--- config.mk ---
export PLATFORM = sky130hd
export DESIGN_NAME = ebec_front
export DESIGN_NICKNAME = d
export VERILOG_FILES = /design/src/sv/ebec_pkg.sv /design/src/sv/ebec_ram.sv /design/src/sv/ebec_front.sv
export SDC_FILE = /design/constraint.sdc
export NUM_CORES = 2
export LEC_CHECK = 0
export BUFFER_PORTS_ARGS = -buffer_cell sky130_fd_sc_hd__buf_2
export CORE_UTILIZATION = 50
export DETAILED_ROUTE_END_ITERATION = 16
export HOLD_SLACK_MARGIN = 0.1
export PLACE_DENSITY = 0.63
export SYNTH_ARGS = -nofsm -noshare
export SYNTH_HDL_FRONTEND = slang
export SYNTH_SLANG_ARGS = --single-unit
--- constraint.sdc ---
create_clock -name clk -period 9.57 [get_ports clk]
set_clock_uncertainty 0.05 [all_clocks]
set_input_delay 0 -clock clk [delete_from_list [all_inputs] [get_ports clk]]
set_output_delay 0 -clock clk [all_outputs]
set_load 0.05 [all_outputs]
--- src/sv/ebec_pkg.sv ---
// Shared types and constants for the eta-binned energy correction block.
// No dependencies; the queue, front, back end and top level import it.
`default_nettype none
package ebec_pkg;

  localparam int TABLE_BINS_DEF = 32;
  localparam int QUEUE_DEPTH    = 2;

  localparam logic [2:0] ST_OK       = 3'd0;
  localparam logic [2:0] ST_LOADED   = 3'd1;
  localparam logic [2:0] ST_OUTSIDE  = 3'd2;
  localparam logic [2:0] ST_EMPTY    = 3'd3;
  localparam logic [2:0] ST_BELOW    = 3'd4;
  localparam logic [2:0] ST_NEGROOT  = 3'd5;
  localparam logic [2:0] ST_ZERODIV  = 3'd6;

  localparam logic       CMD_LOAD    = 1'b0;
  localparam logic       CMD_CORRECT = 1'b1;

  localparam logic [23:0] ONE_Q8_16  = 24'h010000;

  // One classified word handed from the front to the back.
  typedef struct packed {
    logic [2:0]  status;
    logic [23:0] et;
    logic [31:0] coef_a;
    logic [31:0] coef_b;
    logic [31:0] coef_c;
  } job_t;

endpackage
`default_nettype wire

--- src/sv/ebec_ram.sv ---
// Generic single-write, single-read RAM with registered read data.
// No dependencies.
`default_nettype none
module ebec_ram #(
  parameter int WIDTH  = 8,
  parameter int DEPTH  = 32,
  parameter int ADDR_W = (DEPTH > 1) ? $clog2(DEPTH) : 1
) (
  input  wire logic              clk,
  input  wire logic              wr_en,
  input  wire logic [ADDR_W-1:0] wr_addr,
  input  wire logic [WIDTH-1:0]  wr_data,
  input  wire logic [ADDR_W-1:0] rd_addr,
  output logic      [WIDTH-1:0]  rd_data
);

  logic [WIDTH-1:0] mem [DEPTH];

  always_ff @(posedge clk) begin
    if (wr_en) begin
      mem[wr_addr] <= wr_data;
    end
    rd_data <= mem[rd_addr];
  end

endmodule
`default_nettype wire

--- src/sv/ebec_front.sv ---
// Front end: takes input words, writes the bin table, searches the edges
// and fetches the chosen bin. Depends on ebec_pkg and ebec_ram.
`default_nettype none
module ebec_front #(
  parameter int TABLE_BINS = ebec_pkg::TABLE_BINS_DEF
) (
  input  wire logic        clk,
  input  wire logic        rst,
  input  wire logic [5:0]  bins_in_use,
  input  wire logic        in_valid,
  output logic             in_ready,
  input  wire logic        command,
  input  wire logic [4:0]  bin_index,
  input  wire logic [14:0] bin_edge,
  input  wire logic [31:0] coef_a,
  input  wire logic [31:0] coef_b,
  input  wire logic [31:0] coef_c,
  input  wire logic [14:0] eta_limit,
  input  wire logic [23:0] jet_et,
  input  wire logic [15:0] jet_eta,
  output logic             push,
  output ebec_pkg::job_t   push_job,
  input  wire logic        q_full
);
  import ebec_pkg::*;

  localparam int IDX_W = (TABLE_BINS > 1) ? $clog2(TABLE_BINS) : 1;
  localparam int CNT_W = $clog2(TABLE_BINS + 1);

  localparam logic [1:0] F_IDLE   = 2'd0;
  localparam logic [1:0] F_SEARCH = 2'd1;
  localparam logic [1:0] F_FETCH  = 2'd2;
  localparam logic [1:0] F_PUSH   = 2'd3;

  logic [1:0]       state;
  logic [CNT_W-1:0] n;
  logic [CNT_W-1:0] cnt;
  logic             pend;
  logic [CNT_W-1:0] pend_idx;
  logic             found;
  logic [14:0]      best_edge;
  logic [IDX_W-1:0] sel;
  logic [16:0]      abs_eta;
  logic [23:0]      et;

  logic             accept;
  logic [8:0]       bins_ext;
  logic [8:0]       idx_ext;
  logic [CNT_W-1:0] n_calc;
  logic [16:0]      abs_calc;
  logic             wr_ok;
  logic [14:0]      edge_rd;
  logic [110:0]     bin_rd;
  logic             hit;
  logic [2:0]       fetch_status;

  assign in_ready = (state == F_IDLE) && !q_full;
  assign accept   = in_valid && in_ready;
  assign bins_ext = 9'(bins_in_use);
  assign idx_ext  = 9'(bin_index);
  assign n_calc   = (bins_ext > 9'(TABLE_BINS)) ? CNT_W'(TABLE_BINS) : CNT_W'(bins_ext);
  assign abs_calc = jet_eta[15] ? 17'h10000 - {1'b0, jet_eta} : {1'b0, jet_eta};
  assign wr_ok    = accept && (command == CMD_LOAD) && (idx_ext < 9'(TABLE_BINS));
  assign hit      = ({2'b0, edge_rd} <= abs_eta) && (!found || edge_rd >= best_edge);

  ebec_ram #(.WIDTH(15), .DEPTH(TABLE_BINS)) u_edge_ram (
    .clk     (clk),
    .wr_en   (wr_ok),
    .wr_addr (idx_ext[IDX_W-1:0]),
    .wr_data (bin_edge),
    .rd_addr (cnt[IDX_W-1:0]),
    .rd_data (edge_rd)
  );

  // limit, c, b, a from the top bit down
  ebec_ram #(.WIDTH(111), .DEPTH(TABLE_BINS)) u_bin_ram (
    .clk     (clk),
    .wr_en   (wr_ok),
    .wr_addr (idx_ext[IDX_W-1:0]),
    .wr_data ({eta_limit, coef_c, coef_b, coef_a}),
    .rd_addr (sel),
    .rd_data (bin_rd)
  );

  always_comb begin
    if (!found) begin
      fetch_status = ST_BELOW;
    end else if (abs_eta > {2'b0, bin_rd[110:96]}) begin
      fetch_status = ST_OUTSIDE;
    end else begin
      fetch_status = ST_OK;
    end
  end

  always_comb begin
    push     = 1'b0;
    push_job = '0;
    if (state == F_PUSH) begin
      push            = !q_full;
      push_job.status = fetch_status;
      push_job.et     = et;
      push_job.coef_a = bin_rd[31:0];
      push_job.coef_b = bin_rd[63:32];
      push_job.coef_c = bin_rd[95:64];
    end else if (accept && command == CMD_LOAD) begin
      push            = 1'b1;
      push_job.status = ST_LOADED;
    end else if (accept && n_calc == '0) begin
      push            = 1'b1;
      push_job.status = ST_EMPTY;
      push_job.et     = jet_et;
    end
  end

  always_ff @(posedge clk) begin
    if (rst) begin
      state <= F_IDLE;
      pend  <= 1'b0;
      found <= 1'b0;
    end else begin
      unique case (state)
        F_IDLE: begin
          if (accept && command != CMD_LOAD && n_calc != '0) begin
            state   <= F_SEARCH;
            n       <= n_calc;
            cnt     <= '0;
            pend    <= 1'b0;
            found   <= 1'b0;
            abs_eta <= abs_calc;
            et      <= jet_et;
          end
        end
        F_SEARCH: begin
          // issue one edge read a cycle, compare the one read last cycle
          if (cnt != n) begin
            cnt      <= cnt + 1'b1;
            pend     <= 1'b1;
            pend_idx <= cnt;
          end else begin
            pend <= 1'b0;
          end
          if (pend) begin
            if (hit) begin
              found     <= 1'b1;
              best_edge <= edge_rd;
              sel       <= pend_idx[IDX_W-1:0];
            end
            if (pend_idx == n - 1'b1) begin
              state <= F_FETCH;
            end
          end
        end
        F_FETCH: begin
          state <= F_PUSH;
        end
        F_PUSH: begin
          if (!q_full) begin
            state <= F_IDLE;
          end
        end
      endcase
    end
  end

endmodule
`default_nettype wire

# Yosys cells after proc, flatten, opt, wreduce, memory -nomap -nowiden
# Memories as Yosys holds them, arrays and structs flattened. A register that Yosys moved wholly into a read port is not among the register bits.
# Index checks and enable logic that the tools add are counted.
# classes
eq_ne	11
add_sub_neg	3
muxes	28
n_lt_le_gt_ge	5
mul	0
reduce_logical	22
bitwise	2
n_div	0
n_shift	0
# ops
op	n
96-bit 2-to-1 mux	1
27-bit 2-to-1 mux	1
26-bit 2-to-1 mux	1
24-bit 2-to-1 mux	1
6-bit 2-to-1 mux	3
17-bit by 15-bit > comparator with 1-bit output	1
15-bit by 17-bit less-or-equal comparator with 1-bit output	1
17-bit by 16-bit subtractor with 17-bit output, first input constant	1
4-bit AND reduction	4
15-bit >= comparator	1
15-bit 2-to-1 mux	1
6-bit one-hot mux with 2 select lines	1
2-bit 2-to-1 mux	5
2-bit != test, second input constant	5
1-bit 2-to-1 mux	9
1-bit logical AND	8
2-bit one-hot mux with 4 select lines	1
6-bit by 1-bit adder with 6-bit output, second input constant	1
6-bit equality test	1
6-bit > comparator, second input constant	1
6-bit logical NOT	1
5-bit by 6-bit less-than comparator with 1-bit output, second input constant	1
3-bit 2-to-1 mux	2
6-bit != test	1
other kinds (13)	18
# totals
latch_bits	0
ramBits	4032
memories	2
inputBits	182
reg_bits	83
rom_bits	0
wordCells	84
# mem_list
memory	depth	word_bits	rd	rd_ports_with_merged_regs	write_ports	line_no	text
u_bin_ram.mem	32	111	1	1	1	ebec_ram.sv:17	logic [WIDTH-1:0] mem [DEPTH];
u_edge_ram.mem	32	15	1	1	1	ebec_ram.sv:17	

# Logic depth before layout (Yosys ltp)
# logic_depth
word_depth	7
ltp_mapped	9

# Cells and area by module
# A second synthesis with hierarchy kept.
# unflattened
cells_unflattened	8060
hier_area_um2	161652.5
# by_module_without_submodules
mod	area_each_um2	cells_each	seq_area_each_um2	instances
ebec_ram (u_bin_ram)	137013.9	6463	108884.4	1
ebec_ram (u_edge_ram)	19208.4	1075	14714.1	1
ebec_front	5430.2	522	2452.4	1

# Least setup slack after synthesis
# No wires, ideal clock.
# synth_path
kind	reg-to-reg
startpoint	register state[0]
endpoint	memory u_bin_ram.mem[20][0], enable pin
required_time_ps	8907
setup_ps	613
path_slack_ps	1559
n_path_buf	1
path_stages_with_launch	9
t_arrival_ps	7348
cell_sequence	dfxtp_1 > inv_1 > ha_1 > nor2b_1 > nand2_1 > nor3_1 > nand2b_1 > clkbuf_1 > nor2_1
# synth_via
elab_chain_cells	7
# synth_lines
item	line_no	text
from (decl)	ebec_front.sv:35	logic [1:0] state;
from (signal assigned)	ebec_front.sv:117	state <= F_IDLE;
from (signal assigned)	ebec_front.sv:124	state <= F_SEARCH;
from (signal assigned)	ebec_front.sv:149	state <= F_FETCH;
2-bit logical NOT	ebec_front.sv:57	assign in_ready = (state == F_IDLE) && !q_full;
1-bit logical AND	ebec_front.sv:57	
via in_ready	ebec_front.sv:11	output logic in_ready,
1-bit logical AND	ebec_front.sv:58	assign accept = in_valid && in_ready;
1-bit logical AND (2 in a row)	ebec_front.sv:63	assign wr_ok = accept && (command == CMD_LOAD) && (idx_ext < 9'(TABLE_BINS));
1-bit 2-to-1 mux	ebec_ram.sv:20	if (wr_en) begin
1-bit 2-to-1 mux (implied by the code)	ebec_ram.sv:21	mem[wr_addr] <= wr_data;
to (decl)	ebec_ram.sv:17	
# The timed path passes the listed nets, and every way through them passes these cells.

# Worst setup path in the final report
# layout_path
startpoint	register state[0]
endpoint	memory u_bin_ram.mem[7][75], enable pin
# layout_via
elab_chain_cells	7
# layout_lines
item	line_no
2-bit logical NOT	ebec_front.sv:57
1-bit logical AND	ebec_front.sv:57
1-bit logical AND	ebec_front.sv:58
1-bit logical AND (2 in a row)	ebec_front.sv:63
1-bit 2-to-1 mux	ebec_ram.sv:20
1-bit 2-to-1 mux (implied by the code)	ebec_ram.sv:21
# No other way between the ends.

==> impl_metrics.toml <==
[run_status]
status = "complete, but fails checks"
violations = "max-slew violations"

[final_layout]
post-route-util_pct = 58.1
area_growth_pct = 15.5
final_cells = 11900
drive_above_1_share_pct = 32.6
fillers = 22400
design_area_um2 = 185000
nets = 7559

[sta]
layout_worst_path_cycle_share_pct = 52.1
timing.final.ws_setup_ns = 4.58
setup_violations = 0
drv_slew = 23
finalSetupTns_ns = 0
whs_ns = 0.144
slew_headroom_pct = -3.41
rsz0062_at_grt = "false"
tightest_slew_ns = 1.55
finalCriticalPeriod_ns = 4.99
fmax_mhz = 201
hold_viol = 0

[global_routing]
grt_overflow = 0
track_usage_pct = 24.2
grt_pass1_vias = 75700
grt_pass1_wl_um = 557000
antenna_found_initial = 44
grt_max_degree = 142

[placed_design]
hpwlAfterDp_um = 187000
place.gp.congestion = 0.781
dp.cells = 10700
placed_area_um2 = 167000
pre_cts_ws_ns = 4.63
port_buffers = 306

[setup_path]
r2r-start = "state[0]"
critPathMaxStageDelay_ns = 0.83
cp_slowest_cell = "buf_4"
critPathKind = "reg2reg"
crit_path_end_kind = "flop"
worstRegToRegCells = 9
worstPathMaxFanout = 39
cp.required_ns = 10.07
start_kind = "flop"
crit_chain = "inv_1 -> ha_1 -> nor2b_1 -> nand2_1 -> nor2_1 -> nand3_1 -> nor2_4 -> buf_4 -> buf_4"
rr_endpoint = "u_bin_ram.mem[7][75]"
crit_top_cell = "buf_4"
r2r_slack_ns = 4.58
arrival_ns = 5.48

[routing]
via_count = 73900
viasPerCell = 6.21
drt_iter0_drc = 8521
drc = 0
post_drt_wl_per_cell_um = 32.9
routed_wl_um = 391000
postRouteAntennaNets = 0
drtPass1Iterations = 6

[synthesis]
async_flop_share_pct = 0
synth_compound_area_share_pct = 0.414
ys_ff_latch = 4241
yosys_warnings = 0
synth-edff-count = 4111
synth_mux_area_share_pct = 18.6
synth-simple-area-share_pct = 0.832
synthCells = 6406
syn_nets = 6640
netlist_area_um2 = 160000
synth_top_family_by_area = "multiplexers"
synth_xor_area_share_pct = 0.147
synth_adder_area_share_pct = 0.406
yosysSeqAreaShare_pct = 78.6
ys_types = 55
synth_flop_cell = "edfxtp_1"
syn_avg_cell_area_um2 = 25.0

[cts]
htree_levels = 5
cts_inserted_buffers = 423
cts-root-buf = "clkbuf_16"
postCtsSetupRepairBufs = 0
clock_latency_ns = 0.95
clock_sinks = 4241
clk_pin_slew_worst_paths_ns = 0.06
cts_tree = "built"
clk_path_buf_depth = 4

[run]
cap_violations = 0

[floorplanning]
die_area_um2 = 323000
io_pins = 307
start_util_pct = 50.3
die_x_um = 568
die_y_um = 568
rows = 207
core_um2 = 319000

[pwr]
p_leak_nw = 58.7
power.density_nw_per_um2 = 212
total_power_mw = 39.2
ir_drop_mv = 0.151

[min_path]
min_path_cells = 2
hold_end = "u_edge_ram.mem[27][0]"
worstHoldStart = "bin_edge[0]"
hold_path.class = "in2reg"
==> cells by family after synthesis <==
family | after synthesis
AO/OA/AOI/OAI | 91
XOR/XNOR | 27
adder cells (fa/ha/maj) | 52
buffers and inverters | 374
flip-flops | 4241
multiplexers | 1386
other | 1
AND/OR/NAND/NOR | 234
==> critical path: cells and delay by family (launching register included) <==
kind / cells / cell delay, ns
AND/OR/NAND/NOR: 5 / 1.98
buffers and inverters: 3 / 1.74
adder cells (fa/ha/maj): 1 / 0.24
flip-flops: 1 / 0.38
==> flip-flops by register name (all words and copies together) (netlist names), 6 cells and up <==
name,flops
best_edge,15
u_bin_ram.rd_data,111
n,6
u_bin_ram.mem,3552
et,24
u_edge_ram.rd_data,15
cnt,6
pend_idx,6
abs_eta,17
u_edge_ram.mem,480
==> power breakdown <==
part | switching [mW] | internal [mW]
registers | 0.113 | 20.5
clock network | 6.99 | 9.58
logic | 1.10 | 0.861
total | 8.21 | 31.0
==> worst max-delay path by stage <==
| stage | startpoint | endpoint | slack (ns) | cells past startpoint |
|---|---|---|---|---|
| 2_1_floorplan | state[0] | u_bin_ram.mem[20][0] | 1.56 | 8 |
| 3_3_place_gp | state[1] | u_bin_ram.mem[7][64] | 4.59 | 9 |
| 3_5_place_dp | state[1] | u_bin_ram.mem[7][64] | 4.63 | 9 |
| 4_1_cts | state[1] | u_bin_ram.mem[7][78] | 4.59 | 9 |
| 5_1_grt | state[1] | u_bin_ram.mem[7][75] | 4.49 | 9 |
| 6_report | state[0] | u_bin_ram.mem[7][75] | 4.58 | 9 |
==> layer usage <==
metal	vias to the layer above	wire length (um)	global-route usage (%)
met4	22	6980	5.02
met5	-	132	0
met2	3168	192000	39.2
met1	40600	160000	35.0
met3	482	31700	4.22
li1	29600	-	-
==> Yosys cell counts (2+ instances only) <==
library cell,n,area (um^2)
o21a_1,2,15.0
o31ai_1,5,37.5
o21ai_1,2,10.0
a211oi_1,4,30.0
nor3b_1,2,15.0
o211ai_1,2,15.0
inv_1,54,203
a21o_1,10,75.1
and2_1,101,632
clkbuf_1,204,766
edfxtp_1,4111,123000
xor2_1,6,52.6
buf_1,33,124
nor2_1,44,165
o41ai_1,3,26.3
dfxtp_1,130,2600
nand3_1,8,40.0
mux2_2,126,1420
or3_1,3,18.8
nand4_1,8,50.1
nand2_1,13,48.8
or4_1,3,22.5
nor3_1,8,40.0
a21oi_1,14,70.1
or3b_2,2,17.5
a31oi_1,2,12.5
nor2b_1,15,93.8
ha_1,52,651
buf_6,13,146
a22o_1,24,210
buf_2,51,255
o21ai_0,12,60.1
nor4b_1,2,17.5
mux4_2,1260,28400
and3_1,3,18.8
nand3b_1,8,60.1
o2111ai_1,2,17.5
xnor2_1,21,184
buf_4,19,143
nand2b_1,9,56.3
==> cell type report <==
type / instances / area, um^2 / area share [%]
multi-input cells: 1791 / 33000 / 17.8
flip-flops and latches: 4241 / 126000 / 68.1
clock buffers: 550 / 11400 / 6.17
diodes: 13 / 32.5 / 0.0176
well taps: 4180 / 5230 / 2.82
inverters: 54 / 203 / 0.109
clock inverters: 249 / 2560 / 1.38
repair buffers: 814 / 6750 / 3.64
==> cell usage in the layout (no fill, tap or decap), drive strengths merged, types with 15 or more instances in the layout <==
cell,count
mux4,1260
and2,101
clkinv,173
inv,67
a22o,24
nor2,44
edfxtp,4111
dlygate4sd3,361
clkbuf,550
ha,52
buf,453
nor2b,15
mux2,126
bufinv,42
xnor2,21
dfxtp,130
clkinvlp,21
==> repair_timing <==
action / CTS / global route
endpoints found under the hold margin: 4653 / 0
hold buffers: 368 / 0
resized for setup: 0 / 0
Power figures use the tool's default switching activity.
