File: src/sv/ebec_pkg.sv
// Shared types and constants for the eta-binned energy correction block.
// No dependencies; the queue, front, back end and top level import it.
`default_nettype none
package ebec_pkg;

  localparam int TABLE_BINS_DEF = 32;
  localparam int QUEUE_DEPTH    = 2;

  localparam logic [2:0] ST_OK       = 3'd0;
  localparam logic [2:0] ST_LOADED   = 3'd1;
  localparam logic [2:0] ST_OUTSIDE  = 3'd2;
  localparam logic [2:0] ST_EMPTY    = 3'd3;
  localparam logic [2:0] ST_BELOW    = 3'd4;
  localparam logic [2:0] ST_NEGROOT  = 3'd5;
  localparam logic [2:0] ST_ZERODIV  = 3'd6;

  localparam logic       CMD_LOAD    = 1'b0;
  localparam logic       CMD_CORRECT = 1'b1;

  localparam logic [23:0] ONE_Q8_16  = 24'h010000;

  // One classified word handed from the front to the back.
  typedef struct packed {
    logic [2:0]  status;
    logic [23:0] et;
    logic [31:0] coef_a;
    logic [31:0] coef_b;
    logic [31:0] coef_c;
  } job_t;

endpackage
`default_nettype wire

File: src/sv/ebec_queue.sv
// Short job queue between the front and the back end.
// Depends on ebec_pkg for the job word type.
`default_nettype none
module ebec_queue (
  input  wire logic           clk,
  input  wire logic           rst,
  input  wire logic           push,
  input  ebec_pkg::job_t      push_job,
  output logic                full,
  input  wire logic           pop,
  output logic                not_empty,
  output ebec_pkg::job_t      head
);
  import ebec_pkg::*;

  localparam int PTR_W = (QUEUE_DEPTH > 1) ? $clog2(QUEUE_DEPTH) : 1;
  localparam int CNT_W = $clog2(QUEUE_DEPTH + 1);

  job_t             entry [QUEUE_DEPTH];
  logic [PTR_W-1:0] wr_ptr;
  logic [PTR_W-1:0] rd_ptr;
  logic [CNT_W-1:0] count;

  assign full      = count == CNT_W'(QUEUE_DEPTH);
  assign not_empty = count != '0;
  assign head      = entry[rd_ptr];

  always_ff @(posedge clk) begin
    if (rst) begin
      wr_ptr <= '0;
      rd_ptr <= '0;
      count  <= '0;
    end else begin
      if (push) begin
        wr_ptr <= (wr_ptr == PTR_W'(QUEUE_DEPTH - 1)) ? '0 : wr_ptr + 1'b1;
      end
      if (pop) begin
        rd_ptr <= (rd_ptr == PTR_W'(QUEUE_DEPTH - 1)) ? '0 : rd_ptr + 1'b1;
      end
      if (push && !pop) begin
        count <= count + 1'b1;
      end else if (pop && !push) begin
        count <= count - 1'b1;
      end
    end
  end

  always_ff @(posedge clk) begin
    if (push) begin
      entry[wr_ptr] <= push_job;
    end
  end

endmodule
`default_nettype wire

File: config.mk
export PLATFORM = sky130hd
export DESIGN_NAME = ebec_queue
export DESIGN_NICKNAME = d
export VERILOG_FILES = /design/src/sv/ebec_pkg.sv /design/src/sv/ebec_queue.sv
export SDC_FILE = /design/constraint.sdc
export NUM_CORES = 1
export LEC_CHECK = 0
export BUFFER_PORTS_ARGS = -buffer_cell sky130_fd_sc_hd__buf_4
export CELL_PAD_IN_SITES_DETAIL_PLACEMENT = 0
export CELL_PAD_IN_SITES_GLOBAL_PLACEMENT = 1
export CORE_MARGIN = 3
export CORE_UTILIZATION = 40
export DETAILED_ROUTE_END_ITERATION = 8
export PLACE_DENSITY_LB_ADDON = 0.15
export SETUP_SLACK_MARGIN = 0.02
export SYNTH_ARGS = -nofsm -noshare
export SYNTH_HDL_FRONTEND = slang
export SYNTH_SLANG_ARGS = --single-unit
File: constraint.sdc
create_clock -name clk -period 7.55 [get_ports clk]
set_clock_uncertainty 0.15 [all_clocks]
set_input_delay 1.51 -clock clk [delete_from_list [all_inputs] [get_ports clk]]
set_output_delay 1.51 -clock clk [all_outputs]
set_load 0.05 [all_outputs]
# ---- Word-level counts from Yosys, hierarchy flattened
# Memory sizes are Yosys's and may differ from the RTL's. A register that Yosys moved wholly into a read port is not among the register bits.
# Index checks and enable logic that the tools add are counted.
dict set report word_totals {
  ff_bits 4
  mem_bits_rw 246
  inputBits 127
  out_inout_bits 125
  word_cells 23
  memories 1
}
# name words width rd rd_ports_with_merged_regs write_ports line_no
set mem_list {}
lappend mem_list {entry 2 123 1 1 1 ebec_queue.sv:19} ;# job_t entry [QUEUE_DEPTH];
dict set report op_classes {
  add_sub_neg 4
  n_eq_ne 1
  muxes 8
  n_reduce_logical 6
}
# cell count
set ops {}
lappend ops {{$mux W1} 6}
lappend ops {{$mux W2} 2}
lappend ops {{$reduce_bool A2 Y1} 2}
lappend ops {{$add A1 B1 Y1 const B} 2}
lappend ops {{$add A2 B1 Y2 const B} 1}
lappend ops {{$eq A2 B2 Y1 const B} 1}
lappend ops {{$logic_and A1 B1 Y1} 2}
lappend ops {{$logic_not A1 Y1} 2}
lappend ops {{$sub A2 B1 Y2 const B} 1}

# ---- Logic depth before layout (Yosys ltp)
# Gate-level depths: netlist of the first run.
dict set report depth {
  ltp_word 4
  ltp_mapped 5
  depth_no_buf 5
}

# ---- Worst setup path after synthesis of the first run
# Ideal clock, no wire load.
dict set report synth_path {
  path_type {input to register}
  startpoint {input port push}
  endpoint {memory entry[0][0] in the netlist's numbering (enable)}
  setup_ns 0.621
  arrival_time_ns 6.845
  required_time_ns 6.779
  slack_ns -0.066
  stages 1
  path_buffers 0
  path_cell_list {nor2b_1}
}
dict set report synth_via {
  elab_chain_len 2
}
# item line_no
set synth_lines {}
lappend synth_lines {{start, declared} ebec_queue.sv:7} ;# input wire logic push,
lappend synth_lines {{$mux W1} ebec_queue.sv:49} ;# if (push) begin
lappend synth_lines {{$mux W1 (implied by the code)} ebec_queue.sv:50} ;# entry[wr_ptr] <= push_job;
lappend synth_lines {{end, declared} ebec_queue.sv:19}
# No other way between the ends.

==> qor.csv, run 1 <==
metric,value,unit
outcome,"finished, final reports clean",
post_cts_buffers,0,
area_delta_synth_final,32.0,%
ctsHoldBuffers,0,
wl_per_cell,18.0,um
finalPower,3490,uW
cts_buffer_depth,3,
period_share,60.3,%
nNetsFinal,804,
grt_pass1_vias,4914,
die_area,25300,um2
syn_area_per_cell,23.1,um2
cp-end-kind,output pin,
fillers,1829,
dp_slack,3.45,ns
cts_num_sinks,251,
dr_total_vias,4589,
cts.clk_slew.worst_paths,0.06,ns
netSwitchingPower,937,uW
peakVddDrop,197,uV
grt_overflow,0,
yosysUniqueCellTypes,18,
ys.flop_type,edfxtp_1,
power_leakage,0.00477,uW
tns,0,ns
gp_congestion,0.709,
cts-resized-gates,0,
synth_edf_count,246,
via_per_inst,4.55,
hold_path.class,reg -> reg,
dpl-instance-area,11600,um2
hpwl,12100,um
cts_root_buf,clkbuf_16,
syn_inst,405,
period_minus_slack,4.55,ns
cp.required,5.89,ns
worst_pin_slew,1.07,ns
track_usage,13.6,%
die_y,159,um
critPathSlowestCell,dfxtp_4,
slew_viol_final,0,
reg2reg_setup_slack,5.00,ns
drtIter0Drc,238,
rsz0062_at_grt,false,
io_pins,252,
initial_core_util,41.0,%
grt_pass1_wl,27500,um
crit_arrival,2.89,ns
core,22800,um2
hold_viol_final,0,
num_rows,55,
path_class,reg -> out,
comb_power_share,18.3,%
maxSlewHeadroom,28.6,%
cp-start-kind,register,
setup_slack,3.00,ns
path_cells,buf_4 -> mux2_2 -> buf_4,
wl,18100,um
max-cap-violations,0,
reg2regPathDepth,2,
multi_input_area,1760,um2
switching_share,26.9,%
detail-route-antenna-nets,0,
crit_end,head[102],
numCtsBuffers,27,
synthArstFlopShare,0,%
grt_start_max_net_pins,73,
antenna_cells,0,
htreeDepth,1,
drc_errors,0,
r2r-end,entry[1][55]$_DFFE_PP_,
clk_latency,0.51,ns
cts_tree,done,
slowest_delay,1.05,ns
r2r-start,wr_ptr$_SDFFE_PP0P_,
p_int,2550,uW
io_buffers,251,
pwr-share-clk,34.0,%
timing.fmax,0.220,GHz
syn_nets,533,
setup_violations,0,
register_area,7490,um2
die_w,159,um
drtPass1Iterations,4,
ys_warn_count,0,
cp_max_fo,72,
yosysSeqAreaShare,79.9,%
synth_area,9370,um2
antenna_found_initial,0,
worst_path_most_repeated_cell,buf_4,
synth_seq_cells,251,
final_cell_area,12400,um2
p_per_area,282,nW/um2
seq_power_share,47.7,%
drive_gt1_share,60.8,%
cells in the final DEF (no fill, tap or decap):
| cell | instances |
|---|---|
| buf_4 | 256 |
| edfxtp_1 | 246 |
| mux2_4 | 70 |
| mux2_2 | 53 |
| clkbuf_16 | 27 |
| clkinv_2 | 10 |
| clkinv_1 | 7 |
| nor2_1 | 4 |
| dfxtp_1 | 4 |
| xor2_1 | 2 |
| xnor2_1 | 2 |
| clkbuf_1 | 2 |
| or2_2 | 1 |
| and2_4 | 1 |
| inv_1 | 1 |
| nor2b_1 | 1 |
| nor2b_4 | 1 |
| o21ai_0 | 1 |
| or3_1 | 1 |
| a21oi_1 | 1 |
| ha_1 | 1 |
| dfxtp_4 | 1 |
| bufinv_16 | 1 |
| clkinv_4 | 1 |
| clkinvlp_4 | 1 |
power groups by stage:
stage / sequential (uW) / combinational (uW) / clock (uW)
floorplan: 1680 / 461 / 0
global placement: 1690 / 638 / 0
detailed placement: 1700 / 645 / 0
CTS: 1670 / 647 / 1230
global route: 1670 / 665 / 1280
finish: 1660 / 637 / 1190
cell usage after synthesis, types with 2 or more instances:
| cell | instances | area, um2 |
|---|---|---|
| xnor2_1 | 2 | 17.5 |
| xor2_1 | 2 | 17.5 |
| buf_2 | 5 | 25.0 |
| dfxtp_1 | 5 | 100 |
| mux2_2 | 53 | 597 |
| nor2b_1 | 2 | 12.5 |
| mux2_4 | 70 | 1050 |
| edfxtp_1 | 246 | 7390 |
| buf_6 | 8 | 90.1 |
| nor2_1 | 4 | 15.0 |
sequential cells by signal, indices dropped and copies added, names as in the netlist, named ones only:
signal  count
count       2
entry     246
rd_ptr      1
wr_ptr      1
worst max-delay path, delay by kind of cell, from the launching register on:
family / cells / cell delay (ns)
multiplexers: 1 / 0.41
flip-flops: 1 / 1.05
buffers and inverters: 2 / 0.87
layer usage:
metal	GRT usage, %	routed length, um	share of wire [%]
met5	0	0	0
met2	22.0	8590	47
met3	5.83	1880	10
met4	3.30	298	1.6
met1	17.2	7380	41
stage by stage:
stage	util, %	hold slack, ns	cells
CTS	54.2	0.376	1009
detailed placement	50.6	0.351	960
global placement	50.6	0.320	960
finish	54.2	0.379	1009
global route	54.2	0.396	1009
floorplan	-	0.306	405
layout make-up:
| class | instances | area share, % |
|---|---|---|
| Inverter | 1 | 0.0303 |
| Multi-Input combinational cell | 139 | 14.2 |
| Clock inverter | 20 | 0.991 |
| Tap cell | 313 | 3.16 |
| Sequential cell | 251 | 60.5 |
| Clock buffer | 29 | 5.52 |
| Timing Repair Buffer | 256 | 15.5 |
cells by family after synthesis:
kind of cell	after synthesis	synth area share (%)
multiplexers	123	17.6
AO/OA/AOI/OAI	2	0.107
AND/OR/NAND/NOR	9	0.494
adder cells (fa/ha/maj)	1	0.133
buffers and inverters	15	1.43
XOR/XNOR	4	0.374
flip-flops	251	79.9
worst min path at each step:
stage | slack (ns) | depth (start not counted) | from | to
after floorplan | 0.31 | 2 | count[1]$_SDFFE_PP0P_ | count[1]$_SDFFE_PP0P_
after global placement | 0.32 | 2 | count[1]$_SDFFE_PP0P_ | count[1]$_SDFFE_PP0P_
after detailed placement | 0.35 | 2 | rd_ptr$_SDFFE_PP0P_ | register
after CTS | 0.38 | 2 | rd_ptr$_SDFFE_PP0P_ | rd_ptr$_SDFFE_PP0P_
after global routing | 0.40 | 2 | rd_ptr$_SDFFE_PP0P_ | register
final | 0.38 | 2 | count[1]$_SDFFE_PP0P_ | count[1]$_SDFFE_PP0P_
Power figures use the tool's default switching activity.
==> run 2, diff against run 1 <==
- CORE_UTILIZATION: 40 -> 44
- clock period: 7.55 -> 4.6 ns (I/O delays scaled with it)
==> run 2 against run 1 <==
Compared with the run above: worst setup slack got worse by 1.6 ns; sequential power increased by 63%; non-clock buffer count increased by 1; utilization increased by 5.8 points.
==> qor.csv, run 2 (same netlist as run 1, synthesis figures left out) <==
metric,value,unit
via_per_inst,4.82,
ctsHoldBuffers,0,
drc_errors,0,
num_rows,52,
crit_family,buffers and inverters,
critPathSlowestCell,dfxtp_4,
final_util,60.0,%
final_cell_area,12300,um2
worst_path_most_repeated_cell,buf_4,
track_usage,14.9,%
die_y,152,um
tns,0,ns
die_area,23100,um2
crit_arrival,2.17,ns
maxSlewHeadroom,47.5,%
top_regs,"entry x246, count x2",
core,20600,um2
cts_tree,done,
dpl-instance-area,11600,um2
fillers,1566,
io_pins,252,
slew_viol_final,0,
grt_pass1_wl,27600,um
period_minus_slack,3.24,ns
nNetsFinal,804,
initial_core_util,45.6,%
htreeDepth,1,
dr_total_vias,4641,
setup_violations,0,
die_w,152,um
path_cells,buf_4 -> mux2_2 -> buf_4,
r2r-start,wr_ptr$_SDFFE_PP0P_,
cts.clk_slew.worst_paths,0.05,ns
cp_max_fo,23,
rsz0062_at_grt,false,
hold-path-endpoint,rd_ptr$_SDFFE_PP0P_,
area_delta_synth_final,31.6,%
io_buffers,251,
finalPower,5670,uW
layout_commonest_cell,buf_4,
p_per_area,460,nW/um2
cts_num_sinks,251,
period_share,70.4,%
largest_reg_flops,246,
cp.required,3.53,ns
multi_input_area,1760,um2
post_cts_buffers,0,
peakVddDrop,333,uV
wl_per_cell,18.5,um
hold_path.class,reg -> reg,
grt_overflow,0,
slowest_delay,0.61,ns
drive_gt1_share,60.1,%
max-cap-violations,0,
cts_buffer_depth,3,
register_area,7490,um2
hold_depth,2,
reg2reg_setup_slack,2.46,ns
grt_pass1_vias,4926,
reg2regPathDepth,2,
outcome,"finished, final reports clean",
hpwl,12100,um
r2r-end,entry[1][30]$_DFFE_PP_,
worst_pin_slew,0.788,ns
cp-start-kind,register,
antenna_found_initial,1,
hold_viol_final,0,
holdCritStartpoint,rd_ptr$_SDFFE_PP0P_,
largest-register,entry,
drtPass1Iterations,4,
cts-resized-gates,0,
clk_latency,0.51,ns
detail-route-antenna-nets,0,
cts_root_buf,clkbuf_16,
timing.fmax,0.309,GHz
grt_start_max_net_pins,97,
cp-end-kind,output pin,
path_buf_inv,2,
gp_congestion,0.716,
power_leakage,0.00476,uW
numCtsBuffers,26,
drtIter0Drc,155,
layout_common_cells,"buf_4, edfxtp_1, mux2_4",
wl,17800,um
path_class,reg -> out,
-- run 2: how the worst max path moves through the flow --
stage                        endpoint  slack, ns  cells past startpoint
2_1_floorplan   entry[1][0]$_DFFE_PP_       0.23                      1
3_3_place_gp                head[103]       1.88                      3
3_5_place_dp   entry[1][25]$_DFFE_PP_       1.87                      3
4_1_cts                     head[103]       1.32                      3
5_1_grt                     head[103]       1.26                      3
6_report                    head[103]       1.36                      3
-- run 2: tightest hold or removal path: stages, from the launching register on --
cell and delay, ns:
dfxtp_1 0.33, xnor2_1 0.09, nor2_1 0.07
-- run 2: per-layer routing --
metal	track usage [%]	routed length, um
met5	0	0
met3	5.32	1600
met4	4.67	506
met1	19.2	7270
met2	23.8	8410
-- run 2: report_power, final --
part	switching, uW	total (uW)	internal [uW]
Clock	775	1890	1120
Combinational	671	1070	396
Sequential	43.8	2710	2670
-- run 2: through the flow --
step / instances / setup WS, ns / hold slack, ns
4_1_cts: 962 / 1.32 / 0.373
5_1_grt: 963 / 1.26 / 0.392
3_5_place_dp: 918 / 1.87 / 0.360
3_3_place_gp: 918 / 1.88 / 0.324
2_1_floorplan: 405 / 0.226 / 0.306
6_report: 963 / 1.36 / 0.376
-- run 2: final cells by class --
type | instances | share of cell area, %
sequential | 251 | 60.7
tap | 270 | 2.74
clock inverter | 11 | 0.609
multi-input combinational | 139 | 14.3
inverter | 1 | 0.0304
antenna | 1 | 0.0203
clock buffer | 33 | 5.66
timing repair buffer | 257 | 15.9
==> run 3, diff against run 2 <==
- clock period: 4.6 -> 3.1 ns (I/O delays scaled with it)
==> run 3 against run 2 <==
Compared with the run above: sequential share of layout area fell by 0.12 points; count of clock-buffer cells in the layout increased by 2; via count decreased by 0.69%; largest cell class unchanged; global-route usage shrank 0.054 points.
==> qor.csv, run 3 (same netlist as run 1, synthesis figures left out) <==
metric,value,unit
outcome,"finished, final reports clean",
gp_congestion,0.698,
grt_pass1_vias,4979,
cp.required,2.33,ns
track_usage,14.8,%
antenna_cells,0,
cp-start-kind,register,
area_delta_synth_final,31.9,%
p_per_area,678,nW/um2
drive_gt1_share,59.7,%
hpwl,12000,um
grt_use_met2,25.2,%
period_share,93.2,%
cts_tree,done,
cp-end-kind,output pin,
rsz0062_at_grt,false,
drc_errors,0,
io_pins,252,
io_buffers,251,
cts_buffer_depth,3,
tns,0,ns
numCtsBuffers,27,
layout_common_cells,"buf_4, edfxtp_1, mux2_4",
grt_start_max_net_pins,124,
power_leakage,0.00476,uW
largest-register,entry,
period_minus_slack,2.89,ns
num_rows,52,
met1_usage,18.5,%
hold_viol_final,0,
die_area,23100,um2
finalPower,8370,uW
maxSlewHeadroom,52.5,%
wl_per_cell,18.6,um
die_y,152,um
top_usage_layer,met2,
grt_pass1_wl,27500,um
largest_reg_flops,246,
cts_num_sinks,251,
drtIter0Drc,198,
final_util,60.1,%
core,20600,um2
post_cts_buffers,0,
layout.cells.non_filler,965,
drtPass1Iterations,6,
die_w,152,um
cts_root_buf,clkbuf_16,
crit_arrival,2.12,ns
timing.fmax,0.346,GHz
cts-resized-gates,0,
nNetsFinal,806,
use_met3,5.15,%
max-cap-violations,0,
hold_path.class,in -> reg,
path_class,reg -> out,
setup_violations,0,
via_per_inst,4.78,
hold_depth,1,
ctsHoldBuffers,0,
layout_commonest_cell,buf_4,
initial_core_util,45.6,%
htreeDepth,1,
top_regs,"entry x246, count x2",
reg2regPathDepth,2,
cts.clk_slew.worst_paths,0.06,ns
grt_overflow,0,
dr_total_vias,4609,
cp_max_fo,31,
slew_viol_final,0,
detail-route-antenna-nets,0,
worst_pin_slew,0.712,ns
peakVddDrop,486,uV
clk_latency,0.50,ns
wl,18000,um
dpl.cell_count,919,
antenna_found_initial,0,
==> run 3: changes by cell type in the layout (fill, tap and decap cells not counted) <==
cell / delta
buf_12: +3
buf_4: -2
bufinv_16: -1
clkbuf_1: +2
clkinv_1: +2
clkinv_2: -1
clkinvlp_4: -1
diode_2: -1
inv_6: +1
==> run 3: power by group <==
group | internal (uW) | total, uW | switching (uW) | leakage [uW]
Sequential | 3960 | 4030 | 67.5 | 0.00235
Clock | 1580 | 2750 | 1170 | 0.000367
Combinational | 598 | 1590 | 995 | 0.00205
Total | 6150 | 8370 | 2230 | 0.00476
==> run 3: worst max-delay path, cell delays in order, from the launching register on <==
cell     delay [ns]
dfxtp_4        0.67
buf_4          0.37
mux2_2         0.37
buf_4          0.19
==> run 3: final cells by class <==
| type | count | area (um2) |
|---|---|---|
| Fill cell | 1554 | 8200 |
| Timing Repair Buffer | 258 | 2010 |
| Clock inverter | 11 | 48.8 |
| Clock buffer | 35 | 706 |
| Multi-Input combinational cell | 139 | 1760 |
| Tap cell | 270 | 338 |
| Sequential cell | 251 | 7490 |
| Inverter | 1 | 3.75 |
==> run 3: final timing paths <==
check / start / end / slack [ns]
worst max-delay path: register / head[105] / 0.21
worst max register to register: wr_ptr$_SDFFE_PP0P_ / entry[1][90]$_DFFE_PP_ / 1.36
worst min register to register: count[1]$_SDFFE_PP0P_ / count[1]$_SDFFE_PP0P_ / 0.35
worst min-delay path: push_job[22] / entry[0][22]$_DFFE_PP_ / 0.14
==> run 3: through the flow <==
stage / hold slack [ns] / instance area [um2] / setup WS (ns)
4_1_cts: 0.117 / 12400 / 0.150
3_3_place_gp: 0.322 / 11600 / 0.717
6_report: 0.144 / 12400 / 0.212
5_1_grt: 0.113 / 12400 / 0.0727
2_1_floorplan: 0.306 / 9380 / 0.0483
3_5_place_dp: 0.340 / 11600 / 0.697
==> run 3: layer usage <==
layer | vias to the layer above | part of all wire (%)
li1 | 2149 | -
met1 | 2259 | 41
met2 | 183 | 49
met3 | 18 | 8.8
met4 | 0 | 1.3
met5 | - | 0
