<file path="config.mk">
export PLATFORM = sky130hd
export DESIGN_NAME = ebec_back
export DESIGN_NICKNAME = d
export VERILOG_FILES = /design/src/sv/ebec_pkg.sv /design/src/sv/ebec_div.sv /design/src/sv/ebec_back.sv
export SDC_FILE = /design/constraint.sdc
export NUM_CORES = 2
export LEC_CHECK = 0
export BUFFER_PORTS_ARGS = -buffer_cell sky130_fd_sc_hd__buf_2
export CAP_MARGIN = 20
export CORE_MARGIN = 5
export CORE_UTILIZATION = 45
export CTS_CLUSTER_DIAMETER = 30
export DETAILED_ROUTE_END_ITERATION = 10
export GPL_ROUTABILITY_DRIVEN = 0
export PLACE_DENSITY_LB_ADDON = 0.08
export SYNTH_ARGS = -nofsm -noshare
export SYNTH_HDL_FRONTEND = slang
export SYNTH_HIERARCHICAL = 1
export SYNTH_SLANG_ARGS = --single-unit
</file>
<file path="constraint.sdc">
create_clock -name clk -period 15.9 [get_ports clk]
set_input_delay 1.59 -clock clk [delete_from_list [all_inputs] [get_ports clk]]
set_output_delay 1.59 -clock clk [all_outputs]
set_load 0.01 [all_outputs]
</file>
<file path="src/sv/ebec_pkg.sv">
// Shared types and constants for the eta-binned energy correction block.
// No dependencies; the queue, front, back end and top level import it.
`default_nettype none
package ebec_pkg;

  localparam int TABLE_BINS_DEF = 32;
  localparam int QUEUE_DEPTH    = 2;

  localparam logic [2:0] ST_OK       = 3'd0;
  localparam logic [2:0] ST_LOADED   = 3'd1;
  localparam logic [2:0] ST_OUTSIDE  = 3'd2;
  localparam logic [2:0] ST_EMPTY    = 3'd3;
  localparam logic [2:0] ST_BELOW    = 3'd4;
  localparam logic [2:0] ST_NEGROOT  = 3'd5;
  localparam logic [2:0] ST_ZERODIV  = 3'd6;

  localparam logic       CMD_LOAD    = 1'b0;
  localparam logic       CMD_CORRECT = 1'b1;

  localparam logic [23:0] ONE_Q8_16  = 24'h010000;

  // One classified word handed from the front to the back.
  typedef struct packed {
    logic [2:0]  status;
    logic [23:0] et;
    logic [31:0] coef_a;
    logic [31:0] coef_b;
    logic [31:0] coef_c;
  } job_t;

endpackage
`default_nettype wire

</file>
<file path="src/sv/ebec_div.sv">
// Restoring divider, one quotient bit per cycle.
// Depends on nothing; shared by both divisions of the back end.
`default_nettype none
module ebec_div (
  input  wire logic        clk,
  input  wire logic        rst,
  input  wire logic        start,
  input  wire logic [58:0] dividend,
  input  wire logic [34:0] divisor,
  output logic             done,
  output logic      [58:0] quotient
);

  logic        busy;
  logic [5:0]  cnt;
  logic [34:0] rem;
  logic [34:0] dvs;
  logic [35:0] rem_sh;
  logic        fits;

  always_comb begin
    rem_sh = {rem, quotient[58]};
    fits   = rem_sh >= {1'b0, dvs};
  end

  always_ff @(posedge clk) begin
    if (rst) begin
      busy <= 1'b0;
      done <= 1'b0;
      cnt  <= '0;
    end else if (start) begin
      busy     <= 1'b1;
      done     <= 1'b0;
      cnt      <= '0;
      rem      <= '0;
      dvs      <= divisor;
      quotient <= dividend;
    end else if (busy) begin
      rem      <= fits ? 35'(rem_sh - {1'b0, dvs}) : rem_sh[34:0];
      quotient <= {quotient[57:0], fits};
      cnt      <= cnt + 6'd1;
      if (cnt == 6'd58) begin
        busy <= 1'b0;
        done <= 1'b1;
      end
    end else begin
      done <= 1'b0;
    end
  end

endmodule
`default_nettype wire

</file>
<file path="src/sv/ebec_back.sv">
// Back end: discriminant, square root and the two divisions of one job,
// then the output register. Depends on ebec_pkg and ebec_div.
`default_nettype none
module ebec_back (
  input  wire logic        clk,
  input  wire logic        rst,
  input  wire logic        q_valid,
  input  ebec_pkg::job_t   q_job,
  output logic             q_pop,
  output logic             out_valid,
  input  wire logic        out_ready,
  output logic [23:0]      scale,
  output logic [31:0]      corrected_et,
  output logic [2:0]       status
);
  import ebec_pkg::*;

  localparam logic [2:0] B_IDLE = 3'd0;
  localparam logic [2:0] B_MUL  = 3'd1;
  localparam logic [2:0] B_DISC = 3'd2;
  localparam logic [2:0] B_SQRT = 3'd3;
  localparam logic [2:0] B_DEN  = 3'd4;
  localparam logic [2:0] B_DIV1 = 3'd5;
  localparam logic [2:0] B_DIV2 = 3'd6;
  localparam logic [2:0] B_OUT  = 3'd7;

  logic [2:0]  state;
  logic [5:0]  cnt;
  logic [23:0] et;
  logic [31:0] coef_b;
  logic        diff_neg;
  logic [33:0] dmag;
  logic        tneg;
  logic [31:0] mpl_b;
  logic [63:0] mcand_b;
  logic [63:0] acc_b;
  logic [33:0] mpl_c;
  logic [65:0] mcand_c;
  logic [65:0] acc_c;
  logic [67:0] rad;
  logic [36:0] rem;
  logic [33:0] root;
  logic        neg;
  logic [31:0] etnew;
  logic [23:0] res_scale;
  logic [31:0] res_et;
  logic [2:0]  res_status;
  logic        div_start;
  logic [58:0] div_a;
  logic [34:0] div_d;
  logic        div_done;
  logic [58:0] div_q;

  logic [33:0] job_diff;
  logic [33:0] job_dmag;
  logic [31:0] b_mag;
  logic [31:0] c_mag;
  logic [68:0] term;
  logic [68:0] disc;
  logic [36:0] rem_sh;
  logic [36:0] trial;
  logic [35:0] den;
  logic [34:0] den_mag;
  logic [42:0] q_hi;
  logic [31:0] etnew_c;
  logic [23:0] sc_c;
  logic        out_load;

  always_comb begin
    job_diff = {2'b0, q_job.et, 8'b0} - {{2{q_job.coef_a[31]}}, q_job.coef_a};
    job_dmag = job_diff[33] ? 34'(-job_diff) : job_diff;
    b_mag    = q_job.coef_b[31] ? 32'(-q_job.coef_b) : q_job.coef_b;
    c_mag    = q_job.coef_c[31] ? 32'(-q_job.coef_c) : q_job.coef_c;
    term     = {1'b0, acc_c, 2'b00};
    disc     = {5'b0, acc_b} + (tneg ? 69'(~term + 69'd1) : term);
    rem_sh   = {rem[34:0], rad[67:66]};
    trial    = {1'b0, root, 2'b01};
    den      = {{4{coef_b[31]}}, coef_b} + {2'b0, root};
    den_mag  = den[35] ? 35'(-den) : den[34:0];
    q_hi     = div_q[58:16];
    if (neg) begin
      etnew_c = (q_hi > 43'h0080000000) ? 32'h80000000 : 32'(-q_hi[31:0]);
    end else begin
      etnew_c = (q_hi > 43'h007FFFFFFF) ? 32'h7FFFFFFF : q_hi[31:0];
    end
    if (neg) begin
      sc_c = '0;
    end else if (div_q > 59'h0FFFFFF) begin
      sc_c = 24'hFFFFFF;
    end else begin
      sc_c = div_q[23:0];
    end
  end

  assign q_pop    = (state == B_IDLE) && q_valid;
  assign out_load = (state == B_OUT) && (!out_valid || out_ready);

  ebec_div u_div (
    .clk      (clk),
    .rst      (rst),
    .start    (div_start),
    .dividend (div_a),
    .divisor  (div_d),
    .done     (div_done),
    .quotient (div_q)
  );

  always_ff @(posedge clk) begin
    if (rst) begin
      out_valid <= 1'b0;
    end else if (out_load) begin
      out_valid <= 1'b1;
    end else if (out_ready) begin
      out_valid <= 1'b0;
    end
    if (out_load) begin
      scale        <= res_scale;
      corrected_et <= res_et;
      status       <= res_status;
    end
  end

  always_ff @(posedge clk) begin
    if (rst) begin
      state     <= B_IDLE;
      div_start <= 1'b0;
    end else begin
      div_start <= 1'b0;
      unique case (state)
        B_IDLE: begin
          if (q_valid) begin
            et         <= q_job.et;
            coef_b     <= q_job.coef_b;
            res_status <= q_job.status;
            if (q_job.status == ST_LOADED) begin
              res_scale <= '0;
              res_et    <= '0;
              state     <= B_OUT;
            end else if (q_job.status != ST_OK) begin
              res_scale <= ONE_Q8_16;
              res_et    <= {8'b0, q_job.et};
              state     <= B_OUT;
            end else begin
              diff_neg <= job_diff[33];
              dmag     <= job_dmag;
              tneg     <= q_job.coef_c[31] ^ job_diff[33];
              mpl_b    <= b_mag;
              mcand_b  <= {32'b0, b_mag};
              acc_b    <= '0;
              mpl_c    <= job_dmag;
              mcand_c  <= {34'b0, c_mag};
              acc_c    <= '0;
              cnt      <= '0;
              state    <= B_MUL;
            end
          end
        end
        B_MUL: begin
          // shift-add: b*b and c*(et-a) together, one bit a cycle
          if (mpl_b[0]) begin
            acc_b <= acc_b + mcand_b;
          end
          if (mpl_c[0]) begin
            acc_c <= acc_c + mcand_c;
          end
          mpl_b   <= mpl_b >> 1;
          mcand_b <= mcand_b << 1;
          mpl_c   <= mpl_c >> 1;
          mcand_c <= mcand_c << 1;
          cnt     <= cnt + 6'd1;
          if (cnt == 6'd33) begin
            state <= B_DISC;
          end
        end
        B_DISC: begin
          if (disc[68]) begin
            res_scale  <= ONE_Q8_16;
            res_et     <= {8'b0, et};
            res_status <= ST_NEGROOT;
            state      <= B_OUT;
          end else begin
            rad   <= disc[67:0];
            rem   <= '0;
            root  <= '0;
            cnt   <= '0;
            state <= B_SQRT;
          end
        end
        B_SQRT: begin
          // two radicand bits and one root bit a cycle
          if (rem_sh >= trial) begin
            rem  <= rem_sh - trial;
            root <= {root[32:0], 1'b1};
          end else begin
            rem  <= rem_sh;
            root <= {root[32:0], 1'b0};
          end
          rad <= rad << 2;
          cnt <= cnt + 6'd1;
          if (cnt == 6'd33) begin
            state <= B_DEN;
          end
        end
        B_DEN: begin
          if (den == '0) begin
            res_scale  <= ONE_Q8_16;
            res_et     <= {8'b0, et};
            res_status <= ST_ZERODIV;
            state      <= B_OUT;
          end else begin
            neg       <= diff_neg ^ den[35];
            div_a     <= {dmag, 25'b0};
            div_d     <= den_mag;
            div_start <= 1'b1;
            state     <= B_DIV1;
          end
        end
        B_DIV1: begin
          // etnew is the shared quotient shifted down; scale divides it by et
          if (div_done) begin
            etnew <= etnew_c;
            if (et == '0) begin
              res_scale  <= ONE_Q8_16;
              res_et     <= etnew_c;
              res_status <= ST_ZERODIV;
              state      <= B_OUT;
            end else begin
              div_a     <= div_q;
              div_d     <= {11'b0, et};
              div_start <= 1'b1;
              state     <= B_DIV2;
            end
          end
        end
        B_DIV2: begin
          if (div_done) begin
            res_scale  <= sc_c;
            res_et     <= etnew;
            res_status <= ST_OK;
            state      <= B_OUT;
          end
        end
        B_OUT: begin
          if (out_load) begin
            state <= B_IDLE;
          end
        end
      endcase
    end
  end

endmodule
`default_nettype wire

</file>
* After elaboration in Yosys (flattened, before gate mapping)
Index checks and enable logic that the tools add are counted.
** Word-level totals
- Bits in registers :: 948
- Input port bits :: 127
** Operators by class
- Add/subtract/negate cells :: 15
- Reduce and logical (&&, ||, !) cells :: 33
- Mux-type cells :: 107
- Order comparisons :: 5
- Eq/ne operators :: 27
- Bitwise gates (word level) :: 8
** Operators by type and width (number)
- $mux W32 :: 16
- $mux W66 :: 7
- $mux W64 :: 7
- $mux W59 :: 5
- $mux W35 :: 8
- $pmux W66 S2 :: 2
- $pmux W64 S2 :: 2
- $mux W24 :: 10
- $mux W34 :: 5
- $pmux W32 S5 :: 1
- $pmux W35 S2 :: 2
- $pmux W34 S2 :: 2
- $pmux W68 S2 :: 1
- $pmux W24 S5 :: 1
- $pmux W59 S2 :: 1
- $neg A32 Y32 :: 3
- $sub A35 B35 Y35 :: 2
- $add A64 B69 Y69 :: 1
- $add A69 B1 Y69 const B :: 1
- $mux W69 :: 1
- $not A68 Y69 :: 1
- $mux W68 :: 1
- $add A66 B66 Y66 :: 1
- $add A64 B64 Y64 :: 1
- other kinds (45) :: 113

* Longest topological paths before layout
- Word-level depth :: 7
- Mapped depth :: 21
- Depth with buffers taken out :: 20

* Hierarchy
The synthesis kept the hierarchy.
** By module, submodules not included
- ebec_back :: cells each 5281, instances 1, area an instance 52491.6 sq um
- ebec_div :: cells each 615, instances 1, area an instance 7498.4 sq um

* Worst setup path before layout
Ideal clock, no wire load.
- Kind :: reg2reg
- Start point :: register acc_c[14]
- End point :: register res_et[0] (enable)
- Setup slack :: 1505 ps
- Cell stages (with the launch flop) :: 21
- Arrival time :: 13625 ps
- Clock period less this slack :: 14395 ps
- Required time :: 15130 ps
- Cells stage by stage :: edfxtp_1 > or4_1 > nor4_1 > nand4_1 > clkbuf_1 > or2_2 > or3_1 > o41ai_1 > xnor2_1 > ha_1 > clkbuf_1 > nand4_1 > nor3_1 > inv_1 > nor3_1 > a211oi_1 > o221a_2 > a211oi_1 > o21ai_1 > xnor2_1 > a2111oi_0
** Between the ends
- Longest elaborated chain between the ends :: 6
** RTL lines
- from (decl) :: line ebec_back.sv:39 : logic [65:0] acc_c;
- from (signal assigned) :: line ebec_back.sv:164 : acc_c <= acc_c + mcand_c;
- $not A68 Y69 :: line ebec_back.sv:75 : disc = {5'b0, acc_b} + (tneg ? 69'(~term + 69'd1) : term);
- $add A69 B1 Y69 :: line ebec_back.sv:75
- $mux W69 (*) :: line ebec_back.sv:75
- $add A64 B69 Y69 (*) :: line ebec_back.sv:75
- $ne A2 B2 Y1 (no line) (*)
- $reduce_and A9 Y1 (no line) (*)
- to (signal assigned) :: line ebec_back.sv:141 : res_et <= {8'b0, q_job.et};
- to (signal assigned) :: line ebec_back.sv:178 : res_et <= {8'b0, et};
- to (signal assigned) :: line ebec_back.sv:207 : res_et <= {8'b0, et};
- to (decl) :: line ebec_back.sv:46 : logic [31:0] res_et;
Every way passes the cells marked *; elsewhere a longest branch is shown, timed or not.
A chain may end at the register's enable or synchronous reset.

* Worst setup path after layout
- Start point :: register acc_c[12]
- End point :: register root[21] (enable)
** Between the ends
- Longest elaborated chain between the ends :: 6
** RTL lines
- $not A68 Y69 :: line ebec_back.sv:75
- $add A69 B1 Y69 :: line ebec_back.sv:75
- $mux W69 (*) :: line ebec_back.sv:75
- $add A64 B69 Y69 (*) :: line ebec_back.sv:75
- $ne A2 B2 Y1 (no line) (*)
- $reduce_and A3 Y1 (no line) (*)
- to (signal assigned) :: line ebec_back.sv:193 : root <= {root[32:0], 1'b1};
- to (signal assigned) :: line ebec_back.sv:196 : root <= {root[32:0], 1'b0};
- to (decl) :: line ebec_back.sv:42 : logic [33:0] root;
Marks and branches as above.

==> impl_metrics.prom <==
# TYPE chip_impl_metric gauge
chip_impl_metric{name="drt_pass_1_iters",unit=""} 6
chip_impl_metric{name="part_of_the_power_in_registers",unit="%"} 31.0
chip_impl_metric{name="start_util",unit="%"} 45.1
chip_impl_metric{name="post-cts-setup-buffers",unit=""} 0
chip_impl_info{name="top_layer_used",value="met4"} 1
chip_impl_metric{name="die-area",unit="sq um"} 141000
chip_impl_metric{name="grt-ovfl-total",unit=""} 0
chip_impl_metric{name="synth.cell_area",unit="sq um"} 60000
chip_impl_metric{name="asyncSetResetFlopFracSynth",unit="%"} 0
chip_impl_info{name="final_common_cell",value="edfxtp_1"} 1
chip_impl_metric{name="ctsHtreeMaxLevel",unit=""} 4
chip_impl_metric{name="floorplan.core_area",unit="sq um"} 133000
chip_impl_metric{name="area_delta_synth_final",unit="%"} 17.6
chip_impl_info{name="synthFlopType",value="edfxtp_1"} 1
chip_impl_metric{name="layout-drive-gt1-share",unit="%"} 12.9
chip_impl_metric{name="nFillCells",unit=""} 11880
chip_impl_metric{name="path_max_fanout",unit=""} 73
chip_impl_metric{name="grt_antenna_before_repair",unit=""} 2
chip_impl_metric{name="mappedNetlistNets",unit=""} 6360
chip_impl_metric{name="synth_enable_flop_cells",unit=""} 935
chip_impl_metric{name="yosysUniqueCellTypes",unit=""} 109
chip_impl_metric{name="detailedRoute.firstIterationViolations",unit=""} 3667
chip_impl_metric{name="first_global_vias",unit=""} 45264
chip_impl_metric{name="layout_min_cycle_time",unit="ps"} 8380
chip_impl_metric{name="number_of_placed_instances_taps_included",unit=""} 7618
chip_impl_metric{name="chipHeight",unit="microns"} 375
chip_impl_metric{name="cts_hold_repair.buffers",unit=""} 0
chip_impl_info{name="startpoint_type_of_the_worst_setup_path",value="flop"} 1
chip_impl_metric{name="dr_wl_met2",unit="microns"} 73300
chip_impl_metric{name="p_clk_share",unit="%"} 40.5
chip_impl_metric{name="clock_insertion_delay_worst_skew",unit="ps"} 890
chip_impl_metric{name="total_power_draw",unit="mW"} 11.7
chip_impl_info{name="cts_tree",value="yes"} 1
chip_impl_info{name="hold_path_class",value="reg2reg"} 1
chip_impl_metric{name="required",unit="ps"} 16290
chip_impl_metric{name="grt_first_pass_wirelength",unit="microns"} 252000
chip_impl_metric{name="rows",unit=""} 134
chip_impl_metric{name="ir_worst_vdd",unit="V"} 0.000123
chip_impl_metric{name="post_layout_instance_area",unit="sq um"} 70600
chip_impl_info{name="end_kind",value="flop"} 1
chip_impl_metric{name="ys_warn_count",unit=""} 6
chip_impl_metric{name="totalWireLength",unit="microns"} 162000
chip_impl_metric{name="wl_met1",unit="microns"} 74200
chip_impl_info{name="clk_root_buffer_cell",value="clkbuf_16"} 1
chip_impl_metric{name="worst_pin_slew",unit="ps"} 1080
chip_impl_metric{name="cts.sink_count",unit=""} 948
chip_impl_metric{name="timing.max_cap.violations",unit=""} 0
chip_impl_metric{name="drc_errors",unit=""} 0
chip_impl_metric{name="crit_path_arrival_time",unit="ps"} 8770
chip_impl_metric{name="final.period_utilization",unit="%"} 52.7
chip_impl_metric{name="power_density_over_cell_area",unit="nW/um^2"} 166
chip_impl_metric{name="timing.max_slew.rel_slack",unit="%"} 25.9
chip_impl_info{name="mostFrequentLayoutCells",value="edfxtp_1, nand2_1, nor2_1, a21oi_1, ha_1"} 1
chip_impl_metric{name="die-width",unit="microns"} 375
chip_impl_metric{name="synth.yosys.seq_area_share",unit="%"} 47.2
chip_impl_metric{name="met3RoutedLength",unit="microns"} 8870
chip_impl_metric{name="maxClockFrequency",unit="GHz"} 0.119
chip_impl_metric{name="worst_setup_hold_path_clk_slew",unit="ps"} 50
chip_impl_metric{name="finished_layout_cells",unit=""} 8052
chip_impl_metric{name="power.leakage",unit="nW"} 27.0
chip_impl_metric{name="vias",unit=""} 46189
chip_impl_metric{name="fin_setup_tns",unit="ps"} 0
chip_impl_metric{name="synthesis.instances",unit=""} 5896
chip_impl_metric{name="netSwitchingPower",unit="mW"} 3.87
chip_impl_metric{name="yosys_register_bits",unit=""} 948
chip_impl_metric{name="final.setup_skew",unit="ps"} 140
chip_impl_info{name="rsz0062_at_grt",value="no"} 1
chip_impl_info{name="worstSetupPathType",value="reg2reg"} 1
chip_impl_metric{name="timing.reg2reg.setup_slack",unit="ps"} 7520
chip_impl_metric{name="setup_ws",unit="ps"} 7520
chip_impl_metric{name="maximum_number_of_pins_on_one_net_before_global_route_repair",unit=""} 108
chip_impl_metric{name="cts_made_buffers",unit=""} 229
chip_impl_metric{name="combPwrFrac",unit="%"} 28.5
chip_impl_metric{name="holdWs",unit="ps"} 368
chip_impl_metric{name="ioPinCount",unit=""} 188
chip_impl_metric{name="final_hold_viol_count",unit=""} 0
chip_impl_metric{name="post_cts_resize_count",unit=""} 0
chip_impl_metric{name="via_per_inst",unit=""} 5.74
chip_impl_info{name="reg2reg_from",value="acc_c[12]"} 1
chip_impl_metric{name="io_buffer_count",unit=""} 187
chip_impl_metric{name="num-nets-final",unit=""} 6546
chip_impl_metric{name="report.final.setup_viol",unit=""} 0
chip_impl_metric{name="postSynthAreaPerCell",unit="sq um"} 10.2
chip_impl_metric{name="globalRouteTotalUtil",unit="%"} 22.2
chip_impl_metric{name="route.antenna.remaining_nets",unit=""} 0
chip_impl_metric{name="dpl.hpwl",unit="microns"} 117000
chip_impl_metric{name="clockBufferDepth",unit=""} 3
chip_impl_metric{name="placement.cell_area",unit="sq um"} 62500
chip_impl_info{name="startpoint_of_the_worst_hold_path",value="div_d[10]"} 1
chip_impl_metric{name="net_sw_share",unit="%"} 33.1
chip_impl_info{name="timing.critical_path.from",value="acc_c[12]"} 1
chip_impl_info{name="outcome",value="finished, final reports clean"} 1
chip_impl_metric{name="wire_per_inst",unit="microns"} 20.1
chip_impl_metric{name="pre_cts_slack",unit="ps"} 7600
chip_impl_metric{name="post-route-util",unit="%"} 53.1
chip_impl_metric{name="final_max_tran_viols",unit=""} 0
chip_impl_metric{name="p_int",unit="mW"} 7.82
[routing by layer]
metal / track usage, % / vias to the layer above
li1: - / 22475
met3: 3.67 / 315
met5: 0 / -
met2: 35.5 / 1317
met4: 8.27 / 0
met1: 30.5 / 22082
[synth_stat cells, types with 39 or more instances]
library cell | count | area (sq um)
edfxtp_1 | 935 | 28100
nor4_1 | 40 | 250
a21oi_1 | 384 | 1920
o21ai_0 | 331 | 1660
and2_1 | 104 | 651
nand2_1 | 587 | 2200
o21bai_1 | 42 | 315
xnor2_1 | 265 | 2320
o31ai_1 | 70 | 526
o21a_1 | 134 | 1010
inv_1 | 226 | 848
or3_1 | 64 | 400
nor2_1 | 522 | 1960
o41ai_1 | 39 | 342
mux2i_1 | 59 | 591
mux2_2 | 90 | 1010
nor2b_1 | 42 | 263
a31oi_1 | 58 | 363
xor2_1 | 191 | 1670
nand4_1 | 68 | 425
ha_1 | 332 | 4150
a21o_1 | 187 | 1400
clkbuf_1 | 246 | 923
nand3_1 | 101 | 505
nor3_1 | 100 | 500
a211oi_1 | 55 | 413
and3_1 | 72 | 450
nand2b_1 | 47 | 294
[final timing paths]
path / to / cells past startpoint
setup / recovery: root[21] / 20
hold / removal: u_div/dvs[10] / 0
setup reg to reg: root[21] / 20
hold reg to reg: u_div/dvs[10] / 0
[cell families after synthesis]
family | Yosys count | synth area share [%]
AND/OR/NAND/NOR | 1901 | 15.3
multiplexers | 150 | 2.70
adder cells (fa/ha/maj) | 337 | 7.09
XOR/XNOR | 457 | 6.68
AO/OA/AOI/OAI | 1599 | 17.7
flip-flops | 948 | 47.2
buffers and inverters | 504 | 3.26
[registers in the layout (all words and copies together), names as in the netlist, 34 cells and up]
register	cells
root	34
u_div/dvs	35
rem	35
mpl_c	34
dmag	34
div_d	35
mcand_b	64
acc_b	64
mcand_c	66
acc_c	66
u_div/quotient	59
div_a	59
u_div/rem	35
rad	68
[area by class of cell]
class / instances / area, sq um / share of cell area, %
Antenna cell: 2 / 5.00 / 0.00709
Clock buffer: 252 / 5820 / 8.24
Clock inverter: 179 / 2230 / 3.16
Inverter: 227 / 860 / 1.22
Multi-Input combinational cell: 4444 / 29800 / 42.2
Sequential cell: 948 / 28300 / 40.2
Tap cell: 1768 / 2210 / 3.13
Timing Repair Buffer: 232 / 1290 / 1.83
[power groups by stage]
| stage | sequential [mW] | combinational (mW) | clock, mW |
|---|---|---|---|
| finish | 3.62 | 3.33 | 4.74 |
| global route | 3.65 | 3.70 | 4.96 |
| CTS | 3.62 | 3.33 | 4.82 |
| detailed placement | 3.66 | 3.31 | 0 |
| global placement | 3.66 | 3.29 | 0 |
| floorplan | 3.60 | 2.50 | 0 |
[critical path: stages, from the launching register on]
cell,delay [ps]
edfxtp_1,480
or4_1,580
nor4_1,440
nand4_1,200
buf_4,260
or2_2,350
or3_1,430
o41ai_1,390
xnor2_1,130
ha_1,420
nand4_1,160
nor3_1,200
inv_1,90
nor4b_1,400
nand4b_1,210
a211oi_1,430
o21ai_1,130
xnor2_1,750
o211a_4,350
buf_4,590
buf_4,850
No activity file was read; power rests on OpenSTA's default activity.
